## src/rtl/itoa_pkg.sv

```systemverilog
package itoa_pkg;

  localparam int VALUE_WIDTH_DEF = 32;
  localparam int RADIX_W         = 6;
  localparam int CHAR_W          = 7;

  localparam logic [RADIX_W-1:0] RADIX_RESET = 6'd10;
  localparam logic [RADIX_W-1:0] RADIX_MIN   = 6'd2;
  localparam logic [RADIX_W-1:0] RADIX_MAX   = 6'd36;

  localparam logic [CHAR_W-1:0] MINUS_CHAR  = 7'h2d;
  localparam logic [CHAR_W-1:0] ZERO_CHAR   = 7'h30;
  localparam logic [CHAR_W-1:0] LETTER_BASE = 7'h61;

  // controller -> datapath
  typedef struct packed {
    logic load;        // take a new value, clear counters
    logic step;        // one restoring division step
    logic push;        // store remainder as next digit
    logic rd;          // read top of digit stack
    logic emit_sign;   // load '-' into output register
    logic emit_digit;  // load stack top into output register, pop
  } cmd_t;

  // datapath -> controller
  typedef struct packed {
    logic step_last;   // final step of the current division
    logic quo_zero;    // quotient of the finished division is zero
    logic neg;         // value being converted is negative
    logic one_left;    // exactly one digit remains on the stack
    logic out_free;    // output register can take a character
  } sts_t;

  function automatic logic [CHAR_W-1:0] digit_char(input logic [RADIX_W-1:0] d);
    logic [CHAR_W-1:0] d_ext;
    d_ext = {1'b0, d};
    if (d < 6'd10) begin
      digit_char = ZERO_CHAR + d_ext;
    end else begin
      digit_char = LETTER_BASE + d_ext - 7'd10;
    end
  endfunction

endpackage

```

## src/rtl/itoa_ifs.sv

```systemverilog
interface itoa_in_if #(parameter int VALUE_WIDTH = itoa_pkg::VALUE_WIDTH_DEF);
  logic                          valid;
  logic                          ready;
  logic signed [VALUE_WIDTH-1:0] value;
  modport source (output valid, output value, input ready);
  modport sink   (input valid, input value, output ready);
endinterface

interface itoa_out_if;
  logic                          valid;
  logic                          ready;
  logic [itoa_pkg::CHAR_W-1:0]   character;
  logic                          last;
  modport source (output valid, output character, output last, input ready);
  modport sink   (input valid, input character, input last, output ready);
endinterface

interface itoa_cfg_if;
  logic                          valid;
  logic                          ready;
  logic [itoa_pkg::RADIX_W-1:0]  radix;
  modport source (output valid, output radix, input ready);
  modport sink   (input valid, input radix, output ready);
endinterface

```

## src/rtl/integer_to_radix_ascii.sv

```systemverilog
// Signed integer to ASCII text in a programmable radix.
// in_ch  : one signed VALUE_WIDTH-bit value per transfer; ready only while idle.
// out_ch : one ASCII character per transfer, most significant first, '-' leading
//          for negative values, lower-case letters above nine; last marks the
//          final character of a value. Zero gives a single '0'.
// cfg_ch : 6-bit radix, always ready; 0 and 1 act as 2, 37..63 act as 36.
//          Write it only while idle; the radix is sampled when a value arrives.
// Timing : each digit comes from the bit-serial divider (one quotient bit a
//          cycle), and its remainder is then stacked; each character is later
//          popped from the digit stack RAM and loaded into the output register.
// Reset  : rst_n (synchronous) returns to idle, drops out valid and sets radix 10.
// Stall  : a held output register holds the character; conversion of the
//          current value pauses until it is taken.
module integer_to_radix_ascii #(
  parameter int VALUE_WIDTH = itoa_pkg::VALUE_WIDTH_DEF
) (
  input  logic        clk,
  input  logic        rst_n,
  itoa_in_if.sink     in_ch,
  itoa_out_if.source  out_ch,
  itoa_cfg_if.sink    cfg_ch
);

  itoa_pkg::cmd_t cmd;
  itoa_pkg::sts_t sts;
  logic           cfg_wr;

  assign cfg_ch.ready = 1'b1;
  assign cfg_wr       = cfg_ch.valid && cfg_ch.ready;

  itoa_ctrl u_ctrl (
    .clk      (clk),
    .rst_n    (rst_n),
    .in_valid (in_ch.valid),
    .in_ready (in_ch.ready),
    .sts      (sts),
    .cmd      (cmd)
  );

  itoa_dp #(
    .VALUE_WIDTH (VALUE_WIDTH)
  ) u_dp (
    .clk           (clk),
    .rst_n         (rst_n),
    .in_value      (in_ch.value),
    .cfg_valid     (cfg_wr),
    .cfg_radix     (cfg_ch.radix),
    .out_ready     (out_ch.ready),
    .out_valid     (out_ch.valid),
    .out_character (out_ch.character),
    .out_last      (out_ch.last),
    .cmd           (cmd),
    .sts           (sts)
  );

endmodule

```

## src/rtl/itoa_ram.sv

```systemverilog
module itoa_ram #(
  parameter int WIDTH = 8,
  parameter int DEPTH = 32
) (
  input  logic                     clk,
  input  logic                     we,
  input  logic [$clog2(DEPTH)-1:0] waddr,
  input  logic [WIDTH-1:0]         wdata,
  input  logic                     re,
  input  logic [$clog2(DEPTH)-1:0] raddr,
  output logic [WIDTH-1:0]         rdata
);

  logic [WIDTH-1:0] mem_r [DEPTH];
  logic [WIDTH-1:0] rdata_r;

  always_ff @(posedge clk) begin
    if (we) begin
      mem_r[waddr] <= wdata;
    end
    if (re) begin
      rdata_r <= mem_r[raddr];
    end
  end

  assign rdata = rdata_r;

endmodule

```

## src/rtl/itoa_ctrl.sv

```systemverilog
module itoa_ctrl (
  input  logic           clk,
  input  logic           rst_n,
  input  logic           in_valid,
  output logic           in_ready,
  input  itoa_pkg::sts_t sts,
  output itoa_pkg::cmd_t cmd
);

  localparam logic [2:0] ST_IDLE = 3'd0;
  localparam logic [2:0] ST_DIV  = 3'd1;
  localparam logic [2:0] ST_PUSH = 3'd2;
  localparam logic [2:0] ST_SIGN = 3'd3;
  localparam logic [2:0] ST_RD   = 3'd4;
  localparam logic [2:0] ST_LOAD = 3'd5;

  logic [2:0] state_r;
  logic [2:0] state_nxt;

  always_comb begin
    state_nxt = state_r;
    cmd       = '0;
    case (state_r)
      ST_IDLE: begin
        if (in_valid) begin
          cmd.load  = 1'b1;
          state_nxt = ST_DIV;
        end
      end
      ST_DIV: begin
        cmd.step = 1'b1;
        if (sts.step_last) begin
          state_nxt = ST_PUSH;
        end
      end
      ST_PUSH: begin
        cmd.push = 1'b1;
        if (!sts.quo_zero) begin
          state_nxt = ST_DIV;
        end else if (sts.neg) begin
          state_nxt = ST_SIGN;
        end else begin
          state_nxt = ST_RD;
        end
      end
      ST_SIGN: begin
        if (sts.out_free) begin
          cmd.emit_sign = 1'b1;
          state_nxt     = ST_RD;
        end
      end
      ST_RD: begin
        cmd.rd    = 1'b1;
        state_nxt = ST_LOAD;
      end
      ST_LOAD: begin
        // hold the read data until the output register frees up
        if (sts.out_free) begin
          cmd.emit_digit = 1'b1;
          state_nxt      = sts.one_left ? ST_IDLE : ST_RD;
        end
      end
      default: begin
        state_nxt = ST_IDLE;
      end
    endcase
  end

  always_ff @(posedge clk) begin
    if (!rst_n) begin
      state_r <= ST_IDLE;
    end else begin
      state_r <= state_nxt;
    end
  end

  assign in_ready = (state_r == ST_IDLE);

  a_cmd_onehot: assert property (@(posedge clk) disable iff (!rst_n)
    $onehot0({cmd.load, cmd.step, cmd.push, cmd.rd, cmd.emit_sign, cmd.emit_digit}))
    else $error("more than one datapath command at once");

  a_load_div: assert property (@(posedge clk) disable iff (!rst_n)
    cmd.load |=> (state_r == ST_DIV))
    else $error("division did not start after transfer in");

  a_last_idle: assert property (@(posedge clk) disable iff (!rst_n)
    (cmd.emit_digit && sts.one_left) |=> in_ready)
    else $error("not idle after final character");

endmodule

```

## src/rtl/itoa_dp.sv

```systemverilog
module itoa_dp #(
  parameter int VALUE_WIDTH = itoa_pkg::VALUE_WIDTH_DEF
) (
  input  logic                          clk,
  input  logic                          rst_n,
  input  logic [VALUE_WIDTH-1:0]        in_value,
  input  logic                          cfg_valid,
  input  logic [itoa_pkg::RADIX_W-1:0]  cfg_radix,
  input  logic                          out_ready,
  output logic                          out_valid,
  output logic [itoa_pkg::CHAR_W-1:0]   out_character,
  output logic                          out_last,
  input  itoa_pkg::cmd_t                cmd,
  output itoa_pkg::sts_t                sts
);

  localparam int AW = $clog2(VALUE_WIDTH);
  localparam int CW = $clog2(VALUE_WIDTH + 1);
  localparam int SW = $clog2(VALUE_WIDTH);
  localparam int RW = itoa_pkg::RADIX_W;

  logic [RW-1:0]                 radix_r, radix_nxt;
  logic [RW-1:0]                 radix_eff_r, radix_eff_nxt;
  logic [VALUE_WIDTH-1:0]        mag_r, mag_nxt;
  logic [RW-1:0]                 rem_r, rem_nxt;
  logic                          neg_r, neg_nxt;
  logic [SW-1:0]                 step_r, step_nxt;
  logic [CW-1:0]                 cnt_r, cnt_nxt;
  logic                          out_valid_r, out_valid_nxt;
  logic [itoa_pkg::CHAR_W-1:0]   out_char_r, out_char_nxt;
  logic                          out_last_r, out_last_nxt;

  logic [RW:0]                   trial;
  logic [RW:0]                   trial_sub;
  logic                          trial_ge;
  logic [RW-1:0]                 radix_clamp;
  logic [CW-1:0]                 rd_idx;
  logic [RW-1:0]                 rd_data;
  logic                          step_last;
  logic                          out_free;

  assign step_last = (step_r == SW'(VALUE_WIDTH - 1));
  assign out_free  = !out_valid_r || out_ready;
  assign rd_idx    = cnt_r - CW'(1);

  always_comb begin
    if (radix_r < itoa_pkg::RADIX_MIN) begin
      radix_clamp = itoa_pkg::RADIX_MIN;
    end else if (radix_r > itoa_pkg::RADIX_MAX) begin
      radix_clamp = itoa_pkg::RADIX_MAX;
    end else begin
      radix_clamp = radix_r;
    end
  end

  // restoring division: shift in the next dividend bit, subtract if it fits
  assign trial     = {rem_r, mag_r[VALUE_WIDTH-1]};
  assign trial_sub = trial - {1'b0, radix_eff_r};
  assign trial_ge  = (trial >= {1'b0, radix_eff_r});

  always_comb begin
    radix_nxt     = cfg_valid ? cfg_radix : radix_r;
    radix_eff_nxt = radix_eff_r;
    mag_nxt       = mag_r;
    rem_nxt       = rem_r;
    neg_nxt       = neg_r;
    step_nxt      = step_r;
    cnt_nxt       = cnt_r;
    out_valid_nxt = out_valid_r && !out_ready;
    out_char_nxt  = out_char_r;
    out_last_nxt  = out_last_r;

    if (cmd.load) begin
      radix_eff_nxt = radix_clamp;
      neg_nxt       = in_value[VALUE_WIDTH-1];
      mag_nxt       = in_value[VALUE_WIDTH-1] ? (VALUE_WIDTH'(0) - in_value) : in_value;
      rem_nxt       = '0;
      step_nxt      = '0;
      cnt_nxt       = '0;
    end
    if (cmd.step) begin
      rem_nxt  = trial_ge ? trial_sub[RW-1:0] : trial[RW-1:0];
      mag_nxt  = {mag_r[VALUE_WIDTH-2:0], trial_ge};
      step_nxt = step_last ? '0 : step_r + SW'(1);
    end
    if (cmd.push) begin
      cnt_nxt  = cnt_r + CW'(1);
      rem_nxt  = '0;
      step_nxt = '0;
    end
    if (cmd.emit_sign) begin
      out_valid_nxt = 1'b1;
      out_char_nxt  = itoa_pkg::MINUS_CHAR;
      out_last_nxt  = 1'b0;
    end
    if (cmd.emit_digit) begin
      out_valid_nxt = 1'b1;
      out_char_nxt  = itoa_pkg::digit_char(rd_data);
      out_last_nxt  = (cnt_r == CW'(1));
      cnt_nxt       = cnt_r - CW'(1);
    end
  end

  always_ff @(posedge clk) begin
    if (!rst_n) begin
      radix_r     <= itoa_pkg::RADIX_RESET;
      radix_eff_r <= itoa_pkg::RADIX_RESET;
      step_r      <= '0;
      cnt_r       <= '0;
      out_valid_r <= 1'b0;
    end else begin
      radix_r     <= radix_nxt;
      radix_eff_r <= radix_eff_nxt;
      step_r      <= step_nxt;
      cnt_r       <= cnt_nxt;
      out_valid_r <= out_valid_nxt;
    end
  end

  always_ff @(posedge clk) begin
    mag_r      <= mag_nxt;
    rem_r      <= rem_nxt;
    neg_r      <= neg_nxt;
    out_char_r <= out_char_nxt;
    out_last_r <= out_last_nxt;
  end

  // digit stack, least significant digit at the bottom
  itoa_ram #(
    .WIDTH (RW),
    .DEPTH (VALUE_WIDTH)
  ) u_stack (
    .clk   (clk),
    .we    (cmd.push),
    .waddr (cnt_r[AW-1:0]),
    .wdata (rem_r),
    .re    (cmd.rd),
    .raddr (rd_idx[AW-1:0]),
    .rdata (rd_data)
  );

  assign sts.step_last = step_last;
  assign sts.quo_zero  = (mag_r == '0);
  assign sts.neg       = neg_r;
  assign sts.one_left  = (cnt_r == CW'(1));
  assign sts.out_free  = out_free;

  assign out_valid     = out_valid_r;
  assign out_character = out_char_r;
  assign out_last      = out_last_r;

  a_push_room: assert property (@(posedge clk) disable iff (!rst_n)
    cmd.push |-> (cnt_r < CW'(VALUE_WIDTH)))
    else $error("digit stack overflow");

  a_pop_nonempty: assert property (@(posedge clk) disable iff (!rst_n)
    (cmd.rd || cmd.emit_digit) |-> (cnt_r != '0))
    else $error("digit stack read while empty");

  a_radix_range: assert property (@(posedge clk) disable iff (!rst_n)
    (radix_eff_r >= itoa_pkg::RADIX_MIN) && (radix_eff_r <= itoa_pkg::RADIX_MAX))
    else $error("working radix out of range");

endmodule

```

## src/flat_wrapper.sv

```systemverilog
// flat-port wrapper written by rule: the top's interface ports become plain ports
module integer_to_radix_ascii_flat 
#(
  parameter int VALUE_WIDTH = itoa_pkg::VALUE_WIDTH_DEF
)
  (clk, rst_n, in_ch_valid, in_ch_value, in_ch_ready, out_ch_valid, out_ch_character, out_ch_last, out_ch_ready, cfg_ch_valid, cfg_ch_radix, cfg_ch_ready);
  itoa_in_if #(.VALUE_WIDTH(VALUE_WIDTH)) in_ch_i ();
  itoa_out_if out_ch_i ();
  itoa_cfg_if cfg_ch_i ();
  input  logic clk;
  input  logic rst_n;
  input wire logic [$bits(in_ch_i.valid)-1:0] in_ch_valid;
  input wire logic [$bits(in_ch_i.value)-1:0] in_ch_value;
  output wire logic [$bits(in_ch_i.ready)-1:0] in_ch_ready;
  output wire logic [$bits(out_ch_i.valid)-1:0] out_ch_valid;
  output wire logic [$bits(out_ch_i.character)-1:0] out_ch_character;
  output wire logic [$bits(out_ch_i.last)-1:0] out_ch_last;
  input wire logic [$bits(out_ch_i.ready)-1:0] out_ch_ready;
  input wire logic [$bits(cfg_ch_i.valid)-1:0] cfg_ch_valid;
  input wire logic [$bits(cfg_ch_i.radix)-1:0] cfg_ch_radix;
  output wire logic [$bits(cfg_ch_i.ready)-1:0] cfg_ch_ready;
  assign in_ch_i.valid = in_ch_valid;
  assign in_ch_i.value = in_ch_value;
  assign in_ch_ready = in_ch_i.ready;
  assign out_ch_valid = out_ch_i.valid;
  assign out_ch_character = out_ch_i.character;
  assign out_ch_last = out_ch_i.last;
  assign out_ch_i.ready = out_ch_ready;
  assign cfg_ch_i.valid = cfg_ch_valid;
  assign cfg_ch_i.radix = cfg_ch_radix;
  assign cfg_ch_ready = cfg_ch_i.ready;
  integer_to_radix_ascii #(.VALUE_WIDTH(VALUE_WIDTH)) u_core (.clk(clk), .rst_n(rst_n), .in_ch(in_ch_i), .out_ch(out_ch_i), .cfg_ch(cfg_ch_i));
endmodule
```

## config.mk

```make
export PLATFORM = sky130hd
export DESIGN_NAME = integer_to_radix_ascii_flat
export DESIGN_NICKNAME = d
export VERILOG_FILES = /design/src/rtl/itoa_pkg.sv /design/src/rtl/itoa_ifs.sv /design/src/rtl/integer_to_radix_ascii.sv /design/src/rtl/itoa_ram.sv /design/src/rtl/itoa_ctrl.sv /design/src/rtl/itoa_dp.sv /design/src/flat_wrapper.sv
export SDC_FILE = /design/constraint.sdc
export NUM_CORES = 1
export LEC_CHECK = 0
export CAP_MARGIN = 5
export CORE_MARGIN = 2
export CORE_UTILIZATION = 57
export CTS_CLUSTER_SIZE = 14
export DETAILED_ROUTE_END_ITERATION = 8
export DONT_BUFFER_PORTS = 1
export MAX_ROUTING_LAYER = met4
export PLACE_DENSITY_LB_ADDON = 0.15
export SLEW_MARGIN = 20
export SYNTH_ARGS = -nofsm -noshare
export SYNTH_HDL_FRONTEND = slang
export SYNTH_SLANG_ARGS = --single-unit
```

## constraint.sdc

```tcl
create_clock -name clk -period 2.9 [get_ports clk]
set_clock_uncertainty 0.05 [all_clocks]
set_input_delay 0.29 -clock clk [delete_from_list [all_inputs] [get_ports clk]]
set_output_delay 0.29 -clock clk [all_outputs]
set_load 0.02 [all_outputs]
```

==> summary.txt, run 1 <==
Placement
  • # port buffers: 0
  • Post-DP HPWL: 17,400 um
  • Inst Count DP: 1,137
  • Area after DPL: around 13,000 sq um
  • Routability cong.: 0.882
  • Place WS: between 300 and 400 ps

Setup path
  • RR Endpoint: u_core.u_dp.u_stack.rdata[5]
  • Worst Setup Start Kind: flop
  • Critical R2R Launch: u_core.u_dp.cnt_r[1]
  • Reg2Reg Setup Slack: 290 ps
  • CP Max Fanout: between 40 and 50
  • Worst setup path class: reg -> reg
  • CP endpoint kind: flop
  • Data arrival, critical path: 2810 ps
  • CP Data Required Time: 3100 ps
  • CP peak stage delay: 500 ps
  • FF-to-FF path depth: 7
  • Crit-path cells: inv_1 -> ha_2 -> buf_12 -> mux4_2 -> mux2i_1 -> o22a_1 -> o221ai_1
  • CP max-delay cell: dfxtp_1

Logic synthesis
  • Synth Register Bits: 272
  • Synth top area share: just under 60%
  • Syn Nets: 922
  • Ranking of synthesized cells by area: edfxtp_1 59%, mux4_2 8.8%, dfxtp_1 5.4%
  • Seq/Total Area, Yosys: between 60% and 70%
  • Yosys cell types: 66
  • Synth warn: 0
  • Synth async-reset ratio: 0%
  • Area leader, netlist: edfxtp_1
  • Post-synthesis cell count: between 800 and 900
  • Primary FF master, synth: edfxtp_1
  • Syn_area_per_cell: 14.3 sq um
  • EDFF count, synth: around 240
  • Synthesized cell area: 12,300 sq um

Drt
  • Met2 WL: 13,000 um
  • Vias: 7,493
  • Met1 WL: 10,900 um
  • Top Metal Used: met4
  • First-iteration detailed-routing DRC count: 525
  • TritonRoute pass-1 iters: 5
  • Routed Antenna Nets: 0
  • Residual DRC count: 0
  • Met3 routed WL: 2030 um
  • Mean number of vias per cell: 6.12
  • Total Wirelength: 26,400 um
  • DR WL/cell: 21.5 um

Final layout
  • Share of cells above drive strength 1: 16.4%
  • Reg area: 7840 sq um
  • Multi-input logic area: around 4200 sq um
  • Fin util: 66.8%
  • Area Growth Syn to Fin: 14.9%
  • Nets: 989
  • Fillers: 1,451
  • Finished Layout Cells: 1,225
  • Final Instance Area: 14,100 sq um

Min path
  • Worst Hold Class: in -> reg
  • WHS Endpoint: u_core.u_dp.mag_r[12]
  • Hold_sp: in_ch_value[12]
  • Hold Path Depth: 2

Pwr
  • Switching power total: 2.37 mW
  • Combinational power share: 13.9%
  • PD cells: 692 nW/um^2
  • Maximum VDD drop: 0.000403 V
  • LEAKAGE: 4.93 nW
  • Power share of the clock group: 36.6%
  • Sw Ratio: 24.3%
  • Cell internal pwr: 7.37 mW
  • Tot Pwr: 9.74 mW
  • Seq pwr share: approximately half

Clock network
  • Setup Buffers After CTS: 0
  • Post-CTS resize count: 0
  • Clock transition at the registers of the reported paths: roughly 60 ps
  • Skew-Pair Late Insertion Delay: 530 ps
  • Clock buffer depth: 3
  • TritonCTS buffer count: 29
  • H-tree Lvls: 1
  • Sinks on Clock Net: roughly 270
  • CTS tree: built
  • Clk root buf: clkbuf_16

Floorplan
  • Die W: 151 um
  • Initial Util: around three fifths
  • Die Y-Extent: between 150 and 200 um
  • Full die area: 22,700 sq um
  • CORE AREA: 21,100 sq um
  • Cell Rows: 53
  • IO Pins: 54

Global routing
  • Tot GR Track Use: 24.7%
  • Grt ovf: 0
  • Largest net degree at the start of global routing: 53
  • Vias in the first global route: roughly 7,400
  • First-pass GRT wire length: 41,200 um
  • Initial antenna violation count: 1

STA
  • RSZ-0062 raised after global routing: no
  • Final setup violation count: 0
  • Post-route setup TNS: 0 ps
  • Period utilization: 90.1%
  • Final worst slack: roughly 290 ps
  • Slew HR: between 40 and 50%
  • Worst slew pin tran: 780 ps
  • Min Hold Slack: 10.4 ps
  • Final Max Tran Viols: 0
  • Tmin final: 2610 ps
  • Final hold violation count: 0
  • Achievable frequency: between 300 and 400 MHz

Job
  • Max-cap viol count: 0

Status
  • Status: complete, no violations
[per-layer routing]
layer  up-vias  global-route usage, %
li1       3454                      -
met1      3699                   32.6
met2       298                   39.8
met3        42                   5.36
met4         0                   5.93
met5         -                      -
[final cells by class]
| type | count | share of cell area (%) |
|---|---|---|
| inverters | 21 | 0.560 |
| multi-input cells | 521 | 29.6 |
| clock buffers | 40 | 5.54 |
| clock inverters | 13 | 0.995 |
| well taps | 275 | 2.44 |
| diodes | 1 | 0.0178 |
| repair buffers | 82 | 5.15 |
| flip-flops and latches | 272 | 55.7 |
[worst max-delay path by stage]
stage | from | to | slack [ps] | depth (start not counted)
2_1_floorplan | u_core.u_dp.cnt_r[0] | u_core.u_dp.u_stack.rdata[0] | 140 | 10
3_3_place_gp | u_core.u_dp.cnt_r[1] | u_core.u_dp.u_stack.rdata[4] | 450 | 7
3_5_place_dp | u_core.u_dp.cnt_r[1] | u_core.u_dp.u_stack.rdata[5] | 320 | 7
4_1_cts | u_core.u_dp.cnt_r[1] | u_core.u_dp.u_stack.rdata[5] | 290 | 7
5_1_grt | u_core.u_dp.cnt_r[1] | u_core.u_dp.u_stack.rdata[5] | 120 | 8
6_report | u_core.u_dp.cnt_r[1] | u_core.u_dp.u_stack.rdata[5] | 290 | 7
[cells in the final DEF, fill, tap and decap left out, types with 4 or more instances in the layout]
cell type / count
and2_1: 5
a211oi_1: 4
mux4_2: 48
nor2b_1: 12
o31ai_1: 12
nor2_1: 65
inv_1: 20
nand2_1: 70
clkbuf_16: 29
nand3b_1: 6
a31oi_1: 7
and3_1: 4
buf_4: 46
nand4_1: 4
nor3_1: 13
clkinv_1: 4
dfxtp_1: 32
nor4_1: 10
mux2i_1: 39
nand2b_1: 6
xnor2_1: 9
edfxtp_1: 239
o41ai_1: 6
a21oi_1: 29
o221ai_1: 8
clkbuf_1: 7
nand3_1: 10
o22a_1: 6
dlygate4sd3_1: 34
clkinv_2: 6
xor2_1: 30
or3_1: 9
ha_1: 17
o21ai_0: 43
[state kept, by name, indices dropped and copies added (netlist names)]
register / flops
u_core.u_dp.neg_r: 1
u_core.u_dp.cnt_r: 6
u_core.u_dp.out_last: 1
u_core.u_dp.u_stack.mem_r: 192
u_core.u_dp.step_r: 5
u_core.u_dp.out_character: 7
u_core.u_dp.out_valid: 1
u_core.u_ctrl.state_r: 3
u_core.u_dp.mag_r: 32
u_core.u_dp.radix_eff_r: 6
u_core.u_dp.radix_r: 6
u_core.u_dp.rem_r: 6
u_core.u_dp.u_stack.rdata: 6
[cell families after synthesis]
| kind of cell | synth area share [%] |
|---|---|
| adder cells (fa/ha/maj) | 2.00 |
| other | 0.0306 |
| XOR/XNOR | 2.86 |
| buffers and inverters | 2.16 |
| flip-flops | 63.9 |
| AO/OA/AOI/OAI | 7.92 |
| AND/OR/NAND/NOR | 9.11 |
| multiplexers | 12.0 |
[cells in the mapped netlist, types with 7 or more instances]
| cell type | count |
|---|---|
| or3_1 | 9 |
| nor3_1 | 13 |
| inv_1 | 20 |
| nor2_1 | 66 |
| clkbuf_1 | 36 |
| a21oi_1 | 29 |
| edfxtp_1 | 239 |
| nand3_1 | 10 |
| ha_1 | 18 |
| a31oi_1 | 7 |
| mux4_2 | 48 |
| dfxtp_1 | 33 |
| mux2i_1 | 39 |
| xor2_1 | 31 |
| nor2b_1 | 12 |
| o21ai_0 | 43 |
| nor4_1 | 10 |
| o221ai_1 | 8 |
| nand2_1 | 70 |
| buf_2 | 8 |
| o31ai_1 | 12 |
| xnor2_1 | 9 |
[worst max-delay path, delay by kind of cell (launching register included)]
family	cells	cell delay (ps)
muxes	2	600
DFF	1	500
buffers and inverters	2	430
adders and majority gates	1	430
AOI/OAI and AO/OA	2	300
[what timing repair did]
item,4_1_cts,5_1_grt
setup endpoints to repair,0,0
hold buffers,34,0
endpoints found under the hold margin,48,0
[power by group through the flow]
stage               Sequential (mW)  Clock (mW)  Combinational, mW
CTS                            4.82        3.62               1.36
finish                         4.82        3.56               1.36
floorplan                      5.03           0              0.736
global placement               4.90           0               1.26
global route                   4.84        3.78               1.49
detailed placement             4.90           0               1.31
Note: power is estimated with default switching activity, not from simulation.
==> run 2, diff against run 1 <==
Settings changed: ABC_AREA from default to 1, CORE_UTILIZATION 57 to 58.
==> run 2 against run 1 <==
  * Combinational power rose to 2.8 times the previous value
  * Via count is 22% higher
  * Fmax is 5.1% higher
  * First-iteration DRC count increased by 42%
  * Sequential share of layout area fell by 0.30 points
  * Synthesized cell count grew 48%
  * Critical path type unchanged
  * Critical endpoint is now u_core.u_dp.u_stack.rdata[2]
==> summary.txt, run 2 <==
Clock network
  • Clock transition at the registers of the reported paths: 60 ps (about the same)
  • Setup Buffers After CTS: 0 (unchanged)
  • Skew-Pair Late Insertion Delay: 560 ps (+30 ps)
  • H-tree Lvls: 1 (unchanged)
  • Clk root buf: clkbuf_16
  • CTS tree: built
  • TritonCTS buffer count: 28 (-3.4%)
  • Sinks on Clock Net: 272 (unchanged)
  • Clock buffer depth: 3 (unchanged)

Logic synthesis
  • Synthesized cell area: 12,700 sq um (+3.6%)
  • Synth async-reset ratio: 0% (unchanged)
  • Area leader, netlist: edfxtp_1
  • Synth warn: 0 (unchanged)
  • Seq/Total Area, Yosys: 61.7% (-2.2 points)
  • Synth Register Bits: 272 (unchanged)
  • Yosys cell types: 47 (-29%)
  • Most common cell in the netlist: nor2_1
  • EDFF count, synth: 239 (unchanged)
  • Synth top area share: 56.5% (-2.0 points)
  • Syn_area_per_cell: 9.95 sq um (-30%)
  • Syn Nets: 1,338 (+45%)
  • Post-synthesis cell count: 1,276 (+48%)
  • Ranking of synthesized cells by area: edfxtp_1 57%, nor2_1 7.8%, o21ai_0 6.1%
  • Primary FF master, synth: edfxtp_1
  • Commonest cells post-synth: 263 x nor2_1, 239 x edfxtp_1, 206 x nand2_1, 156 x o21ai_0, 72 x inv_1

Final layout
  • Area Growth Syn to Fin: 11.5%
  • Share of cells above drive strength 1: 6.72% (-9.7 points)
  • Commonest non-fill, non-tap cell in the layout: nor2_1
  • Fillers: 1,681 (+16%)
  • Largest Register: u_core.u_dp.u_stack.mem_r
  • Nets: 1,366 (+38%)
  • Max reg flops: 192 (unchanged)
  • Diodes inserted: 0 (-1)
  • Final Instance Area: 14,200 sq um (+0.51%)
  • Commonest non-fill, non-tap cells in the layout: 263 x nor2_1, 239 x edfxtp_1, 206 x nand2_1

Drt
  • Residual DRC count: 0 (unchanged)
  • Total Wirelength: 28,300 um (+7.3%)
  • Routed Antenna Nets: 0 (unchanged)
  • Met1 WL: 12,100 um (+11%)
  • Mean number of vias per cell: 5.70 (-6.8%)
  • DR WL/cell: 17.6 um (-18%)
  • Met2 WL: 13,900 um (+7.3%)
  • Top Metal Used: met4
  • TritonRoute pass-1 iters: 5 (unchanged)
  • Met3 routed WL: 1640 um (-19%)
  • Vias: 9,147 (+22%)
  • First-iteration detailed-routing DRC count: 744 (+42%)

Min path
  • WHS Endpoint: u_core.u_dp.out_valid
  • Hold_sp: out_ch_ready
  • Hold Path Depth: 3 (+1)
  • Worst Hold Class: in -> reg

Placement
  • Post-DP HPWL: 18,000 um (+3.8%)
  • Place WS: 412 ps (+96.6 ps)
  • Routability cong.: 0.885 (+0.34%)
  • # port buffers: 0 (unchanged)
  • Area after DPL: 12,900 sq um (+0.92%)

Job
  • Max-cap viol count: 0 (unchanged)

Setup path
  • Worst path bufs/invs: 2 (unchanged)
  • Delay-heaviest family, CP: adder cells
  • RR Endpoint: u_core.u_dp.u_stack.rdata[2]
  • Worst Setup Start Kind: flop
  • CP endpoint kind: flop
  • CP Data Required Time: 3150 ps (+50 ps)
  • CP peak stage delay: 630 ps (+130 ps)
  • Critical R2R Launch: u_core.u_dp.cnt_r[1]
  • CP Max Fanout: 40 (-4.8%)
  • Reg2Reg Setup Slack: 410 ps (+130 ps)
  • CP max-delay cell: ha_2
  • CP Depth: 10 (+3)
  • Worst setup path class: reg -> reg
  • Data arrival, critical path: 2740 ps (-70 ps)
  • FF-to-FF path depth: 10 (+3)
  • Crit-path cells: inv_1 -> ha_2 -> buf_12 -> nor2_1 -> o21ai_0 -> o21ai_1 -> o211ai_1 -> nand2_1 -> nand2_1 -> nand2_1
  • Most Frequent Cell on Critical Path: nand2_1

STA
  • Post-route setup TNS: 0 ps (unchanged)
  • Period utilization: 85.8% (-4.3 points)
  • Slew HR: 46.3% (-1.5 points)
  • Final worst slack: 413 ps (+126 ps)
  • Tmin final: 2490 ps (-126 ps)
  • Final setup violation count: 0 (unchanged)
  • Achievable frequency: 402 MHz (+5.1%)
  • Final Max Tran Viols: 0 (unchanged)
  • Worst slew pin tran: 806 ps (+25.8 ps)
  • RSZ-0062 raised after global routing: no
  • Final hold violation count: 0 (unchanged)
  • Min Hold Slack: 5.21 ps (-5.20 ps)

Global routing
  • Initial antenna violation count: 0 (-1)
  • Largest net degree at the start of global routing: 65 (+23%)
  • Tot GR Track Use: 25.2% (+0.48 points)
  • First-pass GRT wire length: 45,700 um (+11%)
  • Vias in the first global route: 8,910 (+21%)
  • Grt ovf: 0 (unchanged)

Floorplan
  • Die W: 152 um (+0.86%)
  • Cell Rows: 54 (+1.9%)
  • IO Pins: 54 (unchanged)
  • Die Y-Extent: 152 um (+0.86%)
  • CORE AREA: 21,700 sq um (+2.8%)
  • Initial Util: 58.5% (+0.40 points)
  • Full die area: 23,100 sq um (+1.7%)

Pwr
  • PD cells: 883 nW/um^2 (+28%)
  • Maximum VDD drop: 0.000792 V (+97%)
  • LEAKAGE: 5.17 nW (+4.9%)

Status
  • Status: complete, no violations
## run 2: cell types whose count changed in the layout (fill, tap and decap cells not counted), sizes merged, moves of 11 or more
cell	delta
nor2	+203
nand2	+140
o21ai	+131
inv	+58
mux4	-48
o211ai	+47
nand3	+44
mux2i	-39
buf	-28
xor2	-16
nor2b	-12
o31ai	-11
## run 2: cell families after synthesis
| logic type | share of synthesized area [%] |
|---|---|
| AND/OR/NAND/NOR | 17.6 |
| AO/OA/AOI/OAI | 12.4 |
| flip-flops | 61.7 |
| buffers and inverters | 4.74 |
| XOR/XNOR | 1.60 |
| adder cells (fa/ha/maj) | 1.93 |
| other | 0.0295 |
## run 2: layout make-up
type | count | area [sq um] | area share [%]
multi-input cells | 871 | 4260 | 30.1
well taps | 280 | 350 | 2.47
flip-flops and latches | 272 | 7840 | 55.4
clock inverters | 10 | 65.1 | 0.460
inverters | 79 | 302 | 2.13
clock buffers | 41 | 832 | 5.88
repair buffers | 52 | 508 | 3.59
## run 2: metal layers
layer / vias to the layer above / GRT usage [%]
li1: 4476 / -
met5: - / -
met2: 303 / 41.8
met1: 4319 / 33.3
met4: 0 / 6.85
met3: 49 / 2.94
## run 2: power by group
part	internal (mW)	switching (mW)	leakage, nW
registers	5.04	0.231	2.47
clock network	1.99	1.49	0.441
logic	1.14	2.60	2.26
## run 2: worst min-delay path, cell delays in order
cell and delay, ps:
nor2_1 70, o21ai_0 160, inv_1 40
## run 2: worst max-delay path by stage
stage                               startpoint                           end  slack, ps
after floorplan           u_core.u_dp.cnt_r[0]  u_core.u_dp.u_stack.rdata[0]        590
after global placement    u_core.u_dp.cnt_r[1]  u_core.u_dp.u_stack.rdata[3]        470
after detailed placement  u_core.u_dp.cnt_r[1]  u_core.u_dp.u_stack.rdata[3]        410
after CTS                 u_core.u_dp.cnt_r[1]  u_core.u_dp.u_stack.rdata[3]        400
after global routing      u_core.u_dp.cnt_r[1]  u_core.u_dp.u_stack.rdata[3]        270
final                     u_core.u_dp.cnt_r[1]  u_core.u_dp.u_stack.rdata[2]        410
## run 2: repair_timing
item	CTS	global route
resized for setup	0	0
endpoints found under the setup margin	0	0
endpoints found under the hold margin	34	0
hold buffers	32	0
## run 2: through the flow
stage	instances	util (%)	total power, mW
detailed placement	1522	59.7	9.04
global route	1605	65.3	13.2
global placement	1522	59.7	8.98
floorplan	1276	-	7.99
finish	1605	65.3	12.5
CTS	1605	65.3	12.5
==> run 3, diff against run 2 <==
Settings changed: CORE_UTILIZATION 58 to 69, SETUP_SLACK_MARGIN from default to 0.02, SLEW_MARGIN 20 to default.
Clock period 2.9 ns to 3.2 ns, I/O delays scaled along.
==> run 3 against run 2 <==
  * Non-clock buffer count down 26
  * Core utilization up 12 points
  * First-iteration DRC count up 19%
  * Cell count down 4.9%
  * Sequential power down 9.1%
  * Global-route usage up 5.5 points
  * Fmax down 5.1%
  * Largest cell class unchanged
==> summary.txt, run 3 (synthesis gave the netlist of run 2 again) <==
Floorplan
  • Cell Rows: 49 (-9.3%)
  • Full die area: 19,500 sq um (-16%)
  • IO Pins: 54 (unchanged)
  • Die W: 140 um (-8.1%)
  • CORE AREA: 18,000 sq um (-17%)
  • Initial Util: 70.4% (+12 points)
  • Die Y-Extent: 140 um (-8.1%)

Global routing
  • M2 GR Usage: 49.7% (+7.8 points)
  • Tot GR Track Use: 30.7% (+5.5 points)
  • Largest net degree at the start of global routing: 99 (+52%)
  • Vias in the first global route: 8,945 (+0.39%)
  • Met1 usage: 40.3% (+7.0 points)
  • GR met3 Demand/Resource: 4.85% (+1.9 points)
  • Initial antenna violation count: 0 (unchanged)
  • First-pass GRT wire length: 46,100 um (+0.86%)
  • Grt ovf: 0 (unchanged)
  • GRT busiest layer: met2

Setup path
  • Worst setup path class: reg -> reg
  • CP max-delay cell: nor2_1
  • CP Max Fanout: 16 (-60%)
  • CP Data Required Time: 3320 ps (+170 ps)
  • CP peak stage delay: 580 ps (-50 ps)
  • Worst Setup Start Kind: flop
  • Delay-heaviest family, CP: simple AND/OR/NAND/NOR gates
  • Crit-path cells: nor2_1 -> nand2_1 -> inv_1 -> nand2_1 -> nor2_1
  • Data arrival, critical path: 2740 ps (about the same)
  • Worst path bufs/invs: 1 (-1)
  • CP endpoint kind: flop

Clock network
  • Post-CTS resize count: 0 (unchanged)
  • Hold buffers post-CTS: 11 (-66%)
  • H-tree Lvls: 1 (unchanged)
  • Sinks on Clock Net: 272 (unchanged)
  • Clk root buf: clkbuf_16
  • Clock buffer depth: 3 (unchanged)
  • Clock transition at the registers of the reported paths: 60 ps (about the same)
  • Skew-Pair Late Insertion Delay: 540 ps (-20 ps)
  • TritonCTS buffer count: 27 (-3.6%)
  • CTS tree: built
  • Setup Buffers After CTS: 0 (unchanged)

Drt
  • Total Wirelength: 28,600 um (+1.2%)
  • Vias: 9,265 (+1.3%)
  • First-iteration detailed-routing DRC count: 884 (+19%)
  • Mean number of vias per cell: 6.07 (+6.5%)
  • Residual DRC count: 0 (unchanged)
  • Routed Antenna Nets: 0 (unchanged)
  • DR WL/cell: 18.8 um (+6.3%)
  • TritonRoute pass-1 iters: 5 (unchanged)

Pwr
  • PD cells: 833 nW/um^2 (-5.6%)
  • LEAKAGE: 5.08 nW (-1.7%)
  • Maximum VDD drop: 0.000637 V (-20%)

STA
  • Final setup violation count: 0 (unchanged)
  • Final Max Tran Viols: 0 (unchanged)
  • Worst slew pin tran: 754 ps (-51.5 ps)
  • Slew HR: 49.7% (+3.4 points)
  • Final worst slack: 579 ps (+167 ps)
  • Period utilization: 81.9% (-3.9 points)
  • Final hold violation count: 0 (unchanged)
  • Tmin final: 2620 ps (+133 ps)
  • Achievable frequency: 382 MHz (-5.1%)
  • Post-route setup TNS: 0 ps (unchanged)
  • RSZ-0062 raised after global routing: no

Placement
  • Place WS: 703 ps (+291 ps)
  • Routability cong.: 0.938 (+6.0%)
  • # port buffers: 0 (unchanged)
  • Post-DP HPWL: 18,000 um (about the same)

Final layout
  • Commonest non-fill, non-tap cells in the layout: 263 x nor2_1, 239 x edfxtp_1, 206 x nand2_1
  • Share of cells above drive strength 1: 6.55% (-0.17 points)
  • Nets: 1,339 (-2.0%)
  • Commonest non-fill, non-tap cell in the layout: nor2_1
  • Largest Register: u_core.u_dp.u_stack.mem_r
  • Diodes inserted: 0 (unchanged)
  • Area Growth Syn to Fin: 9.27%
  • Max reg flops: 192 (unchanged)

Min path
  • Worst Hold Class: in -> reg

Status
  • Status: complete, no violations

Job
  • Max-cap viol count: 0 (unchanged)
run 3: changes by cell type in the layout (fill, tap and decap cells not counted), sizes merged:
cell and change:
clkinvlp -1, inv +1, dlygate4sd3 -21, clkbuf -10
clkinv +3, buf -5, bufinv +6
run 3: worst paths after layout:
check | startpoint | to | slack [ps] | cells past startpoint
hold reg to reg | u_core.u_dp.step_r[4] | u_core.u_dp.step_r[4] | 420 | 2
hold / removal | in_ch_value[26] | u_core.u_dp.mag_r[26] | 10 | 3
setup reg to reg | u_core.u_ctrl.state_r[2] | u_core.u_dp.u_stack.mem_r[14][0] | 580 | 5
setup / recovery | u_core.u_ctrl.state_r[2] | u_core.u_dp.u_stack.mem_r[14][0] | 580 | 5
run 3: tightest hold or removal path: cells and delay by family:
kind             cells  cell delay [ps]
and+or+nand+nor      3              170
run 3: cell type report:
type | count | area, sq um
repair buffers | 26 | 248
inverters | 79 | 302
flip-flops and latches | 272 | 7840
well taps | 229 | 287
fillers | 1195 | 4150
multi-input cells | 871 | 4260
clock buffers | 31 | 691
clock inverters | 19 | 249
run 3: per-stage QoR:
stage	hold slack, ps	instances	power, mW	util (%)	area, sq um
after floorplan	339	1276	7.25	-	12700
after global placement	344	1466	8.11	71.2	12800
after detailed placement	346	1466	8.20	71.2	12800
after CTS	0.0890	1527	11.5	77.0	13900
after global routing	24.9	1527	12.2	77.0	13900
final	11.4	1527	11.6	77.0	13900
run 3: metal layers:
layer	up-vias	part of all wire, %
li1	4431	-
met1	4333	40
met2	426	49
met3	75	7.8
met4	0	3.6
met5	-	0
run 3: where the power goes:
| part | internal (mW) | switching [mW] |
|---|---|---|
| Combinational | 0.984 | 2.46 |
| Clock | 2.03 | 1.31 |
| Sequential | 4.57 | 0.215 |
| Total | 7.59 | 3.98 |
